[src/rtl/core/ffra_pkg.sv]
package ffra_pkg;

   localparam int LEN_W = 17;
   localparam int OFF_W = 16;

   localparam logic [LEN_W-1:0] POOL_MIN = 17'd2;
   localparam logic [LEN_W-1:0] POOL_MAX = 17'd65536;

   localparam logic CMD_ALLOC = 1'b0;
   localparam logic CMD_FREE  = 1'b1;

   localparam logic [1:0] ST_OK         = 2'd0;
   localparam logic [1:0] ST_ALLOC_FAIL = 2'd1;
   localparam logic [1:0] ST_FREE_FAIL  = 2'd2;

   typedef enum logic [1:0] {
      MODE_SEARCH,
      MODE_INSERT,
      MODE_SHIFT,
      MODE_DONE
   } mode_type;

   typedef struct packed {
      logic             active;
      logic             cmd;
      mode_type         mode;
      logic             full;
      logic [OFF_W-1:0] req_size;
      logic [OFF_W-1:0] addr;
      logic [LEN_W-1:0] pos;
      logic [LEN_W-1:0] carry_len;
      logic             carry_busy;
      logic [LEN_W-1:0] sum;
      logic [1:0]       status;
      logic [OFF_W-1:0] offset;
      logic             inc;
      logic             dec;
   } wave_type;

endpackage

[src/rtl/core/ffra_cell.sv]
module ffra_cell (
   input  logic                          clock,
   input  logic                          reset,
   input  logic                          load,
   input  logic [ffra_pkg::LEN_W-1:0]    load_len,
   input  logic                          load_busy,
   input  ffra_pkg::wave_type            wave_i,
   input  logic [ffra_pkg::LEN_W-1:0]    next_len,
   input  logic                          next_busy,
   output logic [ffra_pkg::LEN_W-1:0]    len_o,
   output logic                          busy_o,
   output ffra_pkg::wave_type            wave_o
);

   logic [ffra_pkg::LEN_W-1:0] len_ff, len_in;
   logic                       busy_ff, busy_in;
   ffra_pkg::wave_type         wave_ff, wave_in;

   always_comb begin
      wave_in = wave_i;
      len_in  = len_ff;
      busy_in = busy_ff;
      if (wave_i.active) begin
         unique case (wave_i.mode)
            ffra_pkg::MODE_SEARCH: begin
               if (wave_i.cmd == ffra_pkg::CMD_ALLOC) begin
                  if (!busy_ff && len_ff != '0 &&
                      len_ff >= {1'b0, wave_i.req_size}) begin
                     if (len_ff == {1'b0, wave_i.req_size}) begin
                        busy_in        = 1'b1;
                        wave_in.status = ffra_pkg::ST_OK;
                        wave_in.offset = wave_i.pos[ffra_pkg::OFF_W-1:0];
                        wave_in.mode   = ffra_pkg::MODE_DONE;
                     end else if (!wave_i.full) begin
                        len_in             = {1'b0, wave_i.req_size};
                        busy_in            = 1'b1;
                        wave_in.carry_len  = len_ff - {1'b0, wave_i.req_size};
                        wave_in.carry_busy = 1'b0;
                        wave_in.status     = ffra_pkg::ST_OK;
                        wave_in.offset     = wave_i.pos[ffra_pkg::OFF_W-1:0];
                        wave_in.inc        = 1'b1;
                        wave_in.mode       = ffra_pkg::MODE_INSERT;
                     end else begin
                        wave_in.mode = ffra_pkg::MODE_DONE;
                     end
                  end else begin
                     wave_in.pos = wave_i.pos + len_ff;
                  end
               end else begin
                  if (len_ff != '0 && wave_i.pos == {1'b0, wave_i.addr}) begin
                     busy_in        = 1'b0;
                     wave_in.status = ffra_pkg::ST_OK;
                     if (next_len != '0 && !next_busy) begin
                        len_in       = len_ff + next_len;
                        wave_in.dec  = 1'b1;
                        wave_in.mode = ffra_pkg::MODE_SHIFT;
                     end else begin
                        wave_in.mode = ffra_pkg::MODE_DONE;
                     end
                  end else begin
                     wave_in.pos = wave_i.pos + len_ff;
                  end
               end
            end
            ffra_pkg::MODE_INSERT: begin
               len_in             = wave_i.carry_len;
               busy_in            = wave_i.carry_busy;
               wave_in.carry_len  = len_ff;
               wave_in.carry_busy = busy_ff;
            end
            ffra_pkg::MODE_SHIFT: begin
               len_in  = next_len;
               busy_in = next_busy;
            end
            ffra_pkg::MODE_DONE: begin
            end
            default: begin
            end
         endcase
         if (!busy_in) begin
            wave_in.sum = wave_i.sum + len_in;
         end
      end
   end

   always_ff @(posedge clock) begin
      if (reset || load) begin
         len_ff  <= load_len;
         busy_ff <= load_busy;
      end else if (wave_i.active) begin
         len_ff  <= len_in;
         busy_ff <= busy_in;
      end
      if (reset) begin
         wave_ff <= '0;
      end else begin
         wave_ff <= wave_in;
      end
   end

   assign len_o  = len_ff;
   assign busy_o = busy_ff;
   assign wave_o = wave_ff;

endmodule

[config.mk]
export PLATFORM = sky130hd
export DESIGN_NAME = ffra_cell
export DESIGN_NICKNAME = d
export VERILOG_FILES = /design/src/rtl/core/ffra_pkg.sv /design/src/rtl/core/ffra_cell.sv
export SDC_FILE = /design/constraint.sdc
export NUM_CORES = 1
export LEC_CHECK = 0
export BUFFER_PORTS_ARGS = -buffer_cell sky130_fd_sc_hd__buf_2
export CAP_MARGIN = 20
export CORE_UTILIZATION = 40
export CTS_BUF_LIST = sky130_fd_sc_hd__clkbuf_4 sky130_fd_sc_hd__clkbuf_8 sky130_fd_sc_hd__clkbuf_16
export DETAILED_ROUTE_END_ITERATION = 7
export PLACE_DENSITY = 0.65
export SYNTH_ARGS = -nofsm -noshare
export SYNTH_HDL_FRONTEND = slang
export SYNTH_SLANG_ARGS = --single-unit
[constraint.sdc]
create_clock -name clock -period 6.6 [get_ports clock]
set_input_delay 0 -clock clock [delete_from_list [all_inputs] [get_ports clock]]
set_output_delay 0 -clock clock [all_outputs]
set_load 0.005 [all_outputs]
=== Word-level counts from Yosys, hierarchy flattened ===
Cells that the tools add are included.

* Register bits after elaboration: 127
* Input bits: 148
* Output and inout bits: 127
* Word-level logic and storage cells: 85

* $lt $le $gt $ge: 1
* Add/sub/neg operators: 4
* Reduce and logical (&&, ||, !) cells: 11
* Muxes and demuxes: 49
* Eq/ne operators: 4

{| class="wikitable"
|+ Operators with widths
! kind !! number
|-
| $mux W17 || 15
|-
| $mux W18 || 5
|-
| $mux W72 || 1
|-
| $add A17 B17 Y17 || 3
|-
| $pmux W17 S3 || 1
|-
| $mux W19 || 2
|-
| $pmux W18 S2 || 1
|-
| $eq A17 B16 Y1 || 2
|-
| $reduce_bool A17 Y1 || 2
|-
| $mux W20 || 1
|-
| $mux W2 || 9
|-
| $ge A17 B16 Y1 || 1
|-
| $sub A17 B16 Y17 || 1
|-
| $mux W1 || 13
|-
| $logic_and A1 B1 Y1 || 4
|-
| $pmux W1 S3 || 1
|-
| $eq A2 B1 Y1 const B || 1
|-
| $eq A2 B2 Y1 const B || 1
|-
| $logic_not A1 Y1 || 2
|-
| $logic_not A2 Y1 || 1
|-
| $reduce_bool A2 Y1 || 1
|-
| $logic_or A1 B1 Y1 || 1
|}

=== Depth between registers and ports, before layout ===
Gate-level depths: netlist (run 1).

* Word-level depth: 10
* Gate-level depth with buffers: 25
* Depth with buffers taken out: 24

=== Worst setup path after synthesis (run 1) ===
OpenSTA, ideal clock, no wires.

* Path kind: register to register
* Start: register len_ff (netlist bit len_o[1])
* End: register wave_ff (netlist bit wave_o[36])
* Required time: 6536 ps
* Stages on the path, launching flop included: 25
* Slack: 1194 ps
* Setup time: 64 ps
* Data arrival time: 5342 ps
* Buffers on the path: 2
* Clock period less this slack: 5406 ps
* Cells stage by stage: edfxtp_1 -> ha_1 -> nor2b_1 -> o31ai_1 -> a311o_1 -> a211oi_2 -> o21bai_2 -> or2_1 -> buf_6 -> buf_2 -> a31oi_1 -> mux4_2 -> ha_1 -> inv_1 -> fa_1 -> nor2b_1 -> o31a_1 -> o21ai_1 -> o21ai_0 -> o41ai_2 -> o21ai_0 -> a31o_2 -> or4_1 -> o221a_1 -> nand4_1

* Longest elaborated chain between the ends: 10
* Elaborated cells on any way between the ends: 24
* Those cells by class: add/sub (2); order compare (1); eq/ne (1); mux (16); reduce/logical (4)

{| class="wikitable"
|+ RTL lines
! what !! RTL line !! source
|-
| start, declared || ffra_cell.sv:15 || <nowiki>logic [ffra_pkg::LEN_W-1:0] len_ff, len_in;</nowiki>
|-
| start signal, assigned || ffra_cell.sv:88 || <nowiki>len_ff <= load_len;</nowiki>
|-
| start signal, assigned || ffra_cell.sv:91 || <nowiki>len_ff <= len_in;</nowiki>
|-
| parallel branches: the longest is 8 deep, another holds $add A17 B17 Y17 || n/a ||
|-
| $mux W17 * || ffra_cell.sv:80 || <nowiki>if (!busy_in) begin</nowiki>
|-
| $mux W72 * || ffra_cell.sv:23 || <nowiki>if (wave_i.active) begin</nowiki>
|-
| end signal, assigned || ffra_cell.sv:97 || <nowiki>wave_ff <= wave_in;</nowiki>
|-
| end, declared || ffra_cell.sv:17 || <nowiki>ffra_pkg::wave_type wave_ff, wave_in;</nowiki>
|}

Mark *: on every way between the ends. The select of a mux whose other input is x is not followed.
A chain may end at the register's enable or synchronous reset.

=== Worst setup path after layout (run 1) ===
* Start: register len_ff (netlist bit len_o[0])
* End: register wave_ff (netlist bit wave_o[36])

Same word-level chain as after synthesis.

==> metrics.txt, run 1 <==
total wirelength of the detailed-routed design 34.8 mm; Crit path max-delay family compound AO/OA/AOI/OAI gates; HPWL Detailed 25.8 mm; cell types occupying the most area after synthesis sky130_fd_sc_hd__dfxtp_1, sky130_fd_sc_hd__ha_1, sky130_fd_sc_hd__nor2_1; launch point of the critical path len_o[0]; Seq pwr share 0.311; post-synthesis net count 1230; capture point of the critical path wave_o[36]; synthesized instance count 1014; wire length of the first global-routing pass 51.8 mm; Worst VDD drop 0.155 mV; proportion of total power due to net switching 0.332; Comb power frac 0.338; worst path required time 6.91 ns; number of inserted diodes 0; asr flop ratio synth 0; TritonCTS clock tree yes; final period demand of the worst path 5.96 ns; Crit path depth 23; skew final 0.00952 ns; number of buffers inserted to repair setup after CTS 0; final standard cell utilization of the core 0.585; unique cell type count in the Yosys netlist 76; status finished clean; fraction of layout cells with a size suffix above 1 0.260; top fanout value on the critical path 23; Synth Area per Inst 8.45 um^2; longest individual stage delay on the worst path 0.54 ns; number of flops mapped to enable cells by yosys 18; f_max 168 MHz; remaining global-route overflow 0; I/O Pins 275; number of buffer cells added on primary ports 274; register clock-pin slew on the reported worst setup and hold paths 0.06 ns; Antenna Nets Post-Route 0; predominant post-synthesis flop cell sky130_fd_sc_hd__dfxtp_1; Vias/cell 5.51; number of cells in the design after placement 1545; number of placement rows 53; end of the worst register-to-register path wave_o[36]; type of element launching the critical path register; via count 9433; max-slew violation count 0; sequential cell area fraction in the yosys report 0.318; Synth top area share 0.255; worst min-delay path class in2reg; area grow syn2layout 43.4%; routed length per instance 20.3 um; antenna violations before repair 0; origin of the critical flop-to-flop path len_o[0]; Tightest Pin Transition 1.17 ns; root buffer cell sky130_fd_sc_hd__clkbuf_16; Crit path arrival time 6.27 ns; CP bufs+invs 3; post-route DRC violation count 0; Lkg Pwr 5.89 nW; Switch Pwr 0.000926 W; clock sinks 127; unrepaired setup endpoints after global routing no; die height 148 um; setup TNS 0 ns; worst-case register-to-register setup slack 0.64 ns; count of TritonRoute iterations in the first routing pass 5; chain of cells forming the critical path inv_1 > ha_1 > nor2b_1 > o31ai_1 > a311o_1 > a211oi_2 > o21bai_2 > or2_4 > buf_4 > buf_4 > o221ai_1 > mux4_2 > fa_1 > nor2b_1 > o31a_1 > o21ai_1 > o21ai_0 > o41ai_2 > o21ai_0 > a31o_2 > or4_1 > o221a_1 > nand4_1; Tcrit/Tclk final 0.903; count of H-tree levels built during CTS 4; Post-layout nets 1641; sort of element at the end of the critical path register; weighted congestion at the end of routability-driven global placement 0.929; Detailed Route Iter0 Violations 568; MaxCap Viol Count 0; total power per unit cell area 227 nW/um^2; clock network fraction of total power 0.351; clock insertion delay at the later pin of the skew report 0.43 ns; via count of the first global-routing pass 9277; warning count from the yosys run 0; final count of negative-setup-slack endpoints 0; GRT Util Overall 0.314; type of the worst setup path reg2reg; synthesized area 8570 um^2; Max Root-Sink Buffers 2; die width 148 um; cells on worst reg2reg path 23; Final Hold Vio Count 0; die area 22000 um^2; largest net degree at the start of global routing 104; initial standard-cell utilization of the core 0.408; internal power contribution 0.00187 W; final std cells w/o fill 1713; slowest stage cell on the critical path sky130_fd_sc_hd__mux4_2; core area 21000 um^2; number of register bits inferred by synthesis 127; tightest slew margin relative to the limit 0.218; CTS buffer count 17; post-synthesis cell type with the largest combined area sky130_fd_sc_hd__dfxtp_1
[stage by stage]
| step | hold slack, ns | setup slack (ns) | total power, W | cell area [um^2] |
|---|---|---|---|---|
| global placement | 0.201 | 0.692 | 0.00174 | 10300 |
| detailed placement | 0.206 | 0.596 | 0.00174 | 10300 |
| CTS | 0.00906 | 0.555 | 0.00278 | 12200 |
| global route | 0.0417 | 0.188 | 0.00293 | 12300 |
| floorplan | 0.109 | 1.19 | 0.00143 | 8570 |
| finish | 0.0357 | 0.642 | 0.00279 | 12300 |
[worst min-delay path by stage]
stage	from	end	slack, ns	cells after the start
floorplan	wave_i[40]	wave_o[40]	0.11	2
finish	wave_i[105]	wave_o[105]	0.04	3
detailed placement	wave_i[18]	wave_o[18]	0.21	2
global placement	wave_i[19]	wave_o[19]	0.20	2
global route	wave_i[44]	wave_o[44]	0.04	3
CTS	wave_i[105]	wave_o[105]	0.009	3
[sequential cells by signal, indices dropped and copies added, names as in the netlist]
signal	count
busy_o	1
wave_o	109
len_o	17
[synthesized netlist by cell type (4+ instances only)]
library cell and number:
sky130_fd_sc_hd__o21ai_0 43, sky130_fd_sc_hd__a2111oi_0 4, sky130_fd_sc_hd__fa_1 4, sky130_fd_sc_hd__nand4_1 8, sky130_fd_sc_hd__mux2_2 15, sky130_fd_sc_hd__nand2b_1 11, sky130_fd_sc_hd__edfxtp_1 18, sky130_fd_sc_hd__buf_1 4
sky130_fd_sc_hd__xnor2_1 27, sky130_fd_sc_hd__nor2_1 158, sky130_fd_sc_hd__o21a_1 11, sky130_fd_sc_hd__nor2b_1 27, sky130_fd_sc_hd__inv_1 47, sky130_fd_sc_hd__xor2_1 38, sky130_fd_sc_hd__nand3_1 15, sky130_fd_sc_hd__nand2_1 62
sky130_fd_sc_hd__mux2i_1 31, sky130_fd_sc_hd__o22ai_1 12, sky130_fd_sc_hd__o31ai_1 7, sky130_fd_sc_hd__a21o_1 23, sky130_fd_sc_hd__and2_1 6, sky130_fd_sc_hd__o221ai_1 5, sky130_fd_sc_hd__a211oi_1 10, sky130_fd_sc_hd__or3_1 10
sky130_fd_sc_hd__nor4_1 14, sky130_fd_sc_hd__a22oi_1 10, sky130_fd_sc_hd__nor3_1 25, sky130_fd_sc_hd__a22o_1 5, sky130_fd_sc_hd__ha_1 64, sky130_fd_sc_hd__mux4_2 11, sky130_fd_sc_hd__a31oi_1 9, sky130_fd_sc_hd__o21bai_1 4
sky130_fd_sc_hd__buf_2 6, sky130_fd_sc_hd__clkbuf_1 28, sky130_fd_sc_hd__or2_2 4, sky130_fd_sc_hd__a21oi_1 73, sky130_fd_sc_hd__dfxtp_1 109
[placed cells by master (no fill, tap or decap), types with 31 or more instances in the layout]
master,n
sky130_fd_sc_hd__a21oi_1,73
sky130_fd_sc_hd__buf_2,273
sky130_fd_sc_hd__dfxtp_1,109
sky130_fd_sc_hd__dlygate4sd3_1,133
sky130_fd_sc_hd__ha_1,64
sky130_fd_sc_hd__inv_1,47
sky130_fd_sc_hd__mux2i_1,31
sky130_fd_sc_hd__nand2_1,62
sky130_fd_sc_hd__nor2_1,158
sky130_fd_sc_hd__o21ai_0,43
sky130_fd_sc_hd__xor2_1,38
[power groups by stage]
stage          Combinational [W]  Sequential, W  Clock (W)
2_1_floorplan           0.000528       0.000904          0
3_3_place_gp            0.000853       0.000884          0
3_5_place_dp            0.000852       0.000885          0
4_1_cts                 0.000921       0.000869   0.000993
5_1_grt                  0.00103       0.000875    0.00103
6_report                0.000943       0.000870   0.000980
[cell families (layout without fill, tap and decap cells)]
family / Yosys count / in the layout / synth area share
multiplexers: 57 / 57 / 0.0848
flip-flops: 127 / 127 / 0.318
buffers and inverters: 87 / 511 / 0.0399
AND/OR/NAND/NOR: 362 / 362 / 0.200
XOR/XNOR: 65 / 65 / 0.0664
adder cells (fa/ha/maj): 68 / 68 / 0.103
AO/OA/AOI/OAI: 248 / 248 / 0.188
[cell type report]
cell class / instances / area [um^2]
fill: 1858 / 8730
sequential: 127 / 2720
timing repair buffer: 431 / 2930
clock buffer: 20 / 472
tap: 275 / 344
multi-input combinational: 800 / 5510
inverter: 48 / 180
clock inverter: 12 / 130
[routing by layer]
metal | track usage | part of all wire | vias to the layer above
li1 | - | - | 4487
met1 | 0.376 | 0.40 | 4382
met2 | 0.539 | 0.48 | 470
met3 | 0.0485 | 0.071 | 94
met4 | 0.172 | 0.049 | 0
met5 | 0 | 0 | -
[worst min-delay path, cell delays in order]
cell	delay, ns
sky130_fd_sc_hd__buf_2	0.20
sky130_fd_sc_hd__a21oi_1	0.10
sky130_fd_sc_hd__nor2_1	0.11
[repair_timing]
action / 4_1_cts / 5_1_grt
gates resized for setup: 0 / 1
endpoints found under the setup margin: 0 / 1
hold buffers: 132 / 1
endpoints found under the hold margin: 118 / 16
Note: power is estimated with default switching activity, not from simulation.
==> inputs of run 2 (changes only) <==
--- a/config.mk
+++ b/config.mk
@@ -5,12 +5,13 @@
 export SDC_FILE = /design/constraint.sdc
 export NUM_CORES = 1
 export LEC_CHECK = 0
+export ABC_AREA = 1
 export BUFFER_PORTS_ARGS = -buffer_cell sky130_fd_sc_hd__buf_2
 export CAP_MARGIN = 20
+export CORE_ASPECT_RATIO = 0.7
 export CORE_UTILIZATION = 40
 export CTS_BUF_LIST = sky130_fd_sc_hd__clkbuf_4 sky130_fd_sc_hd__clkbuf_8 sky130_fd_sc_hd__clkbuf_16
 export DETAILED_ROUTE_END_ITERATION = 7
-export PLACE_DENSITY = 0.65
 export SYNTH_ARGS = -nofsm -noshare
 export SYNTH_HDL_FRONTEND = slang
 export SYNTH_SLANG_ARGS = --single-unit
==> run 2 against run 1 <==
Register-to-register slack improved by 0.38 ns. Die area rose by 6.2%. Fmax grew 6.8%. Sequential share of layout area fell by 0.44 points. Clock skew grew 0.00073 ns. Via count up 14%. Highest routed layer is now met5. Synthesized cell count up 30%. Total power down 0.43%. Flip-flop and latch count did not move. Wire length is 18% higher. Clock-buffer cell count shrank 1. Area after synthesis grew 6.2%. Largest cell class unchanged.
==> metrics.txt, run 2 <==
status finished clean; most frequent cell after synthesis sky130_fd_sc_hd__nand2_1; number of placement rows 45 (-15%); f_max 179 MHz (+6.8%); Antenna Nets Post-Route 0 (unchanged); most frequent cells in the layout sky130_fd_sc_hd__nand2_1, sky130_fd_sc_hd__buf_2, sky130_fd_sc_hd__inv_1; slowest stage cell on the critical path sky130_fd_sc_hd__nand2_1; number of cells in the design after placement 1864 (+21%); Detailed Route Iter0 Violations 1036 (+82%); Lkg Pwr 6.38 nW (+8.3%); Max Root-Sink Buffers 2 (unchanged); post-synthesis cell type with the largest combined area sky130_fd_sc_hd__dfxtp_1; type of element launching the critical path register; post-synthesis net count 1538 (+25%); post-route DRC violation count 0 (unchanged); initial standard-cell utilization of the core 0.413 (+0.00576); tightest slew margin relative to the limit 0.309 (+0.0919); sort of element at the end of the critical path register; Largest register FFs 109 (unchanged); clock sinks 127 (unchanged); Vias/cell 5.32 (-3.3%); GRT Util Overall 0.347 (+0.0331); TritonCTS clock tree yes; Crit path max-delay family simple AND/OR/NAND/NOR gates; HPWL Detailed 31.9 mm (+24%); asr flop ratio synth 0 (unchanged); fraction of layout cells with a size suffix above 1 0.199 (-0.0612); number of register bits inferred by synthesis 127 (unchanged); MaxCap Viol Count 0 (unchanged); final count of negative-setup-slack endpoints 0 (unchanged); die width 182 um (+23%); Synth top area share 0.240 (-0.0149); antenna violations before repair 0 (unchanged); count of H-tree levels built during CTS 4 (unchanged); final hold slack 0.00949 ns (-0.0262 ns); unique cell type count in the Yosys netlist 52 (-32%); count of TritonRoute iterations in the first routing pass 6 (+1); CP bufs+invs 1 (-2); top fanout value on the critical path 21 (-8.7%); final std cells w/o fill 2020 (+18%); total power per unit cell area 222 nW/um^2 (-2.4%); sequential cell area fraction in the yosys report 0.299 (-0.0186); I/O Pins 275 (unchanged); skew final 0.0103 ns (+0.000732 ns); Post-layout nets 1918 (+17%); via count of the first global-routing pass 9936 (+7.1%); Final Hold Vio Count 0 (unchanged); remaining global-route overflow 0 (unchanged); worst min-delay path class in2reg; clock insertion delay at the later pin of the skew report 0.43 ns (about the same); CP dominant cell by count sky130_fd_sc_hd__nand2_1; Tightest Pin Transition 1.03 ns (-0.135 ns); unrepaired setup endpoints after global routing no; core area 22000 um^2 (+4.7%); warning count from the yosys run 0 (unchanged); Crit path arrival time 5.86 ns (-0.41 ns); worst path required time 6.88 ns (-0.03 ns); routed length per instance 20.3 um (about the same); number of flops mapped to enable cells by yosys 18 (unchanged); largest net degree at the start of global routing 46 (-56%); total wirelength of the detailed-routed design 41.1 mm (+18%); Synth Area per Inst 6.88 um^2 (-19%); root buffer cell sky130_fd_sc_hd__clkbuf_16; cell types occupying the most area after synthesis sky130_fd_sc_hd__dfxtp_1, sky130_fd_sc_hd__nand2_1, sky130_fd_sc_hd__ha_1; die height 128 um (-14%); met1 Usage GRT 0.478 (+0.102); global routing usage on met3 0.123 (+0.0748); number of resized instances in the post-cts repair step 0 (unchanged); number of inserted diodes 0 (unchanged); type of the worst setup path reg2reg; synthesized area 9100 um^2 (+6.2%); number of buffer cells added on primary ports 274 (unchanged); max-slew violation count 0 (unchanged); synth cell count leaders sky130_fd_sc_hd__nand2_1, sky130_fd_sc_hd__inv_1, sky130_fd_sc_hd__a21oi_1; area grow syn2layout 37.8%; final period demand of the worst path 5.58 ns (-0.382 ns); via count 10800 (+14%); setup TNS 0 ns (unchanged); wire length of the first global-routing pass 60.3 mm (+16%); longest individual stage delay on the worst path 0.58 ns (+0.04 ns); met2 track demand over resource 0.505 (-0.0348); Worst VDD drop 0.198 mV (+28%); weighted congestion at the end of routability-driven global placement 0.938 (+0.99%); predominant post-synthesis flop cell sky130_fd_sc_hd__dfxtp_1; die area 23400 um^2 (+6.2%); register clock-pin slew on the reported worst setup and hold paths 0.06 ns (about the same); Tcrit/Tclk final 0.845 (-0.0578); CTS buffer count 17 (unchanged); routing layer with the top usage in global route met2; synthesized instance count 1322 (+30%)
## run 2: metrics by stage
step	power (W)	utilization	area, um^2	worst slack, ns
2_1_floorplan	0.00143	-	9100	2.36
3_3_place_gp	0.00176	0.487	10700	1.46
3_5_place_dp	0.00175	0.487	10700	1.31
4_1_cts	0.00276	0.569	12500	1.22
5_1_grt	0.00292	0.570	12500	0.612
6_report	0.00278	0.570	12500	1.02
## run 2: what timing repair did
action | in CTS | in global routing
setup endpoints to repair | 0 | 0
hold buffers | 123 | 0
buffers inserted | 0 | 0
endpoints found under the hold margin | 116 | 0
## run 2: final timing paths
kind,start,end,slack [ns],cells after the start
setup / recovery,len_o[12],wave_o[34],1.02,25
setup reg to reg,len_o[12],wave_o[34],1.02,25
hold / removal,wave_i[57],wave_o[4],0.009,3
hold reg to reg,len_o[11],wave_o[49],0.80,2
## run 2: report_power, final
group / switching (W) / internal, W
logic: 0.000564 / 0.000366
clock network: 0.000412 / 0.000548
registers: 0.0000445 / 0.000847
total: 0.00102 / 0.00176
## run 2: kinds of logic (layout without fill, tap and decap cells)
family | after synthesis | in the layout | synth area share
AO/OA/AOI/OAI | 373 | 373 | 0.233
AND/OR/NAND/NOR | 478 | 478 | 0.221
flip-flops | 127 | 127 | 0.299
buffers and inverters | 218 | 611 | 0.0943
XOR/XNOR | 58 | 58 | 0.0558
adder cells (fa/ha/maj) | 68 | 68 | 0.0968
## run 2: tightest hold or removal path: cells and delay by family
kind | cells | cell delay (ns)
AO/OA/AOI/OAI | 2 | 0.22
buffers and inverters | 1 | 0.15
## run 2: cell type report
class / instances / area [um^2]
clock buffer: 19 / 453
clock inverter: 13 / 130
fill: 2139 / 9480
inverter: 174 / 653
multi-input combinational: 977 / 5530
sequential: 127 / 2720
tap: 305 / 382
timing repair buffer: 405 / 2670
## run 2: per-layer routing
| layer | vias up | part of all wire |
|---|---|---|
| met5 | - | 0.00061 |
| met4 | 2 | 0.022 |
| met3 | 65 | 0.12 |
| met2 | 607 | 0.41 |
| met1 | 4888 | 0.45 |
| li1 | 5193 | - |
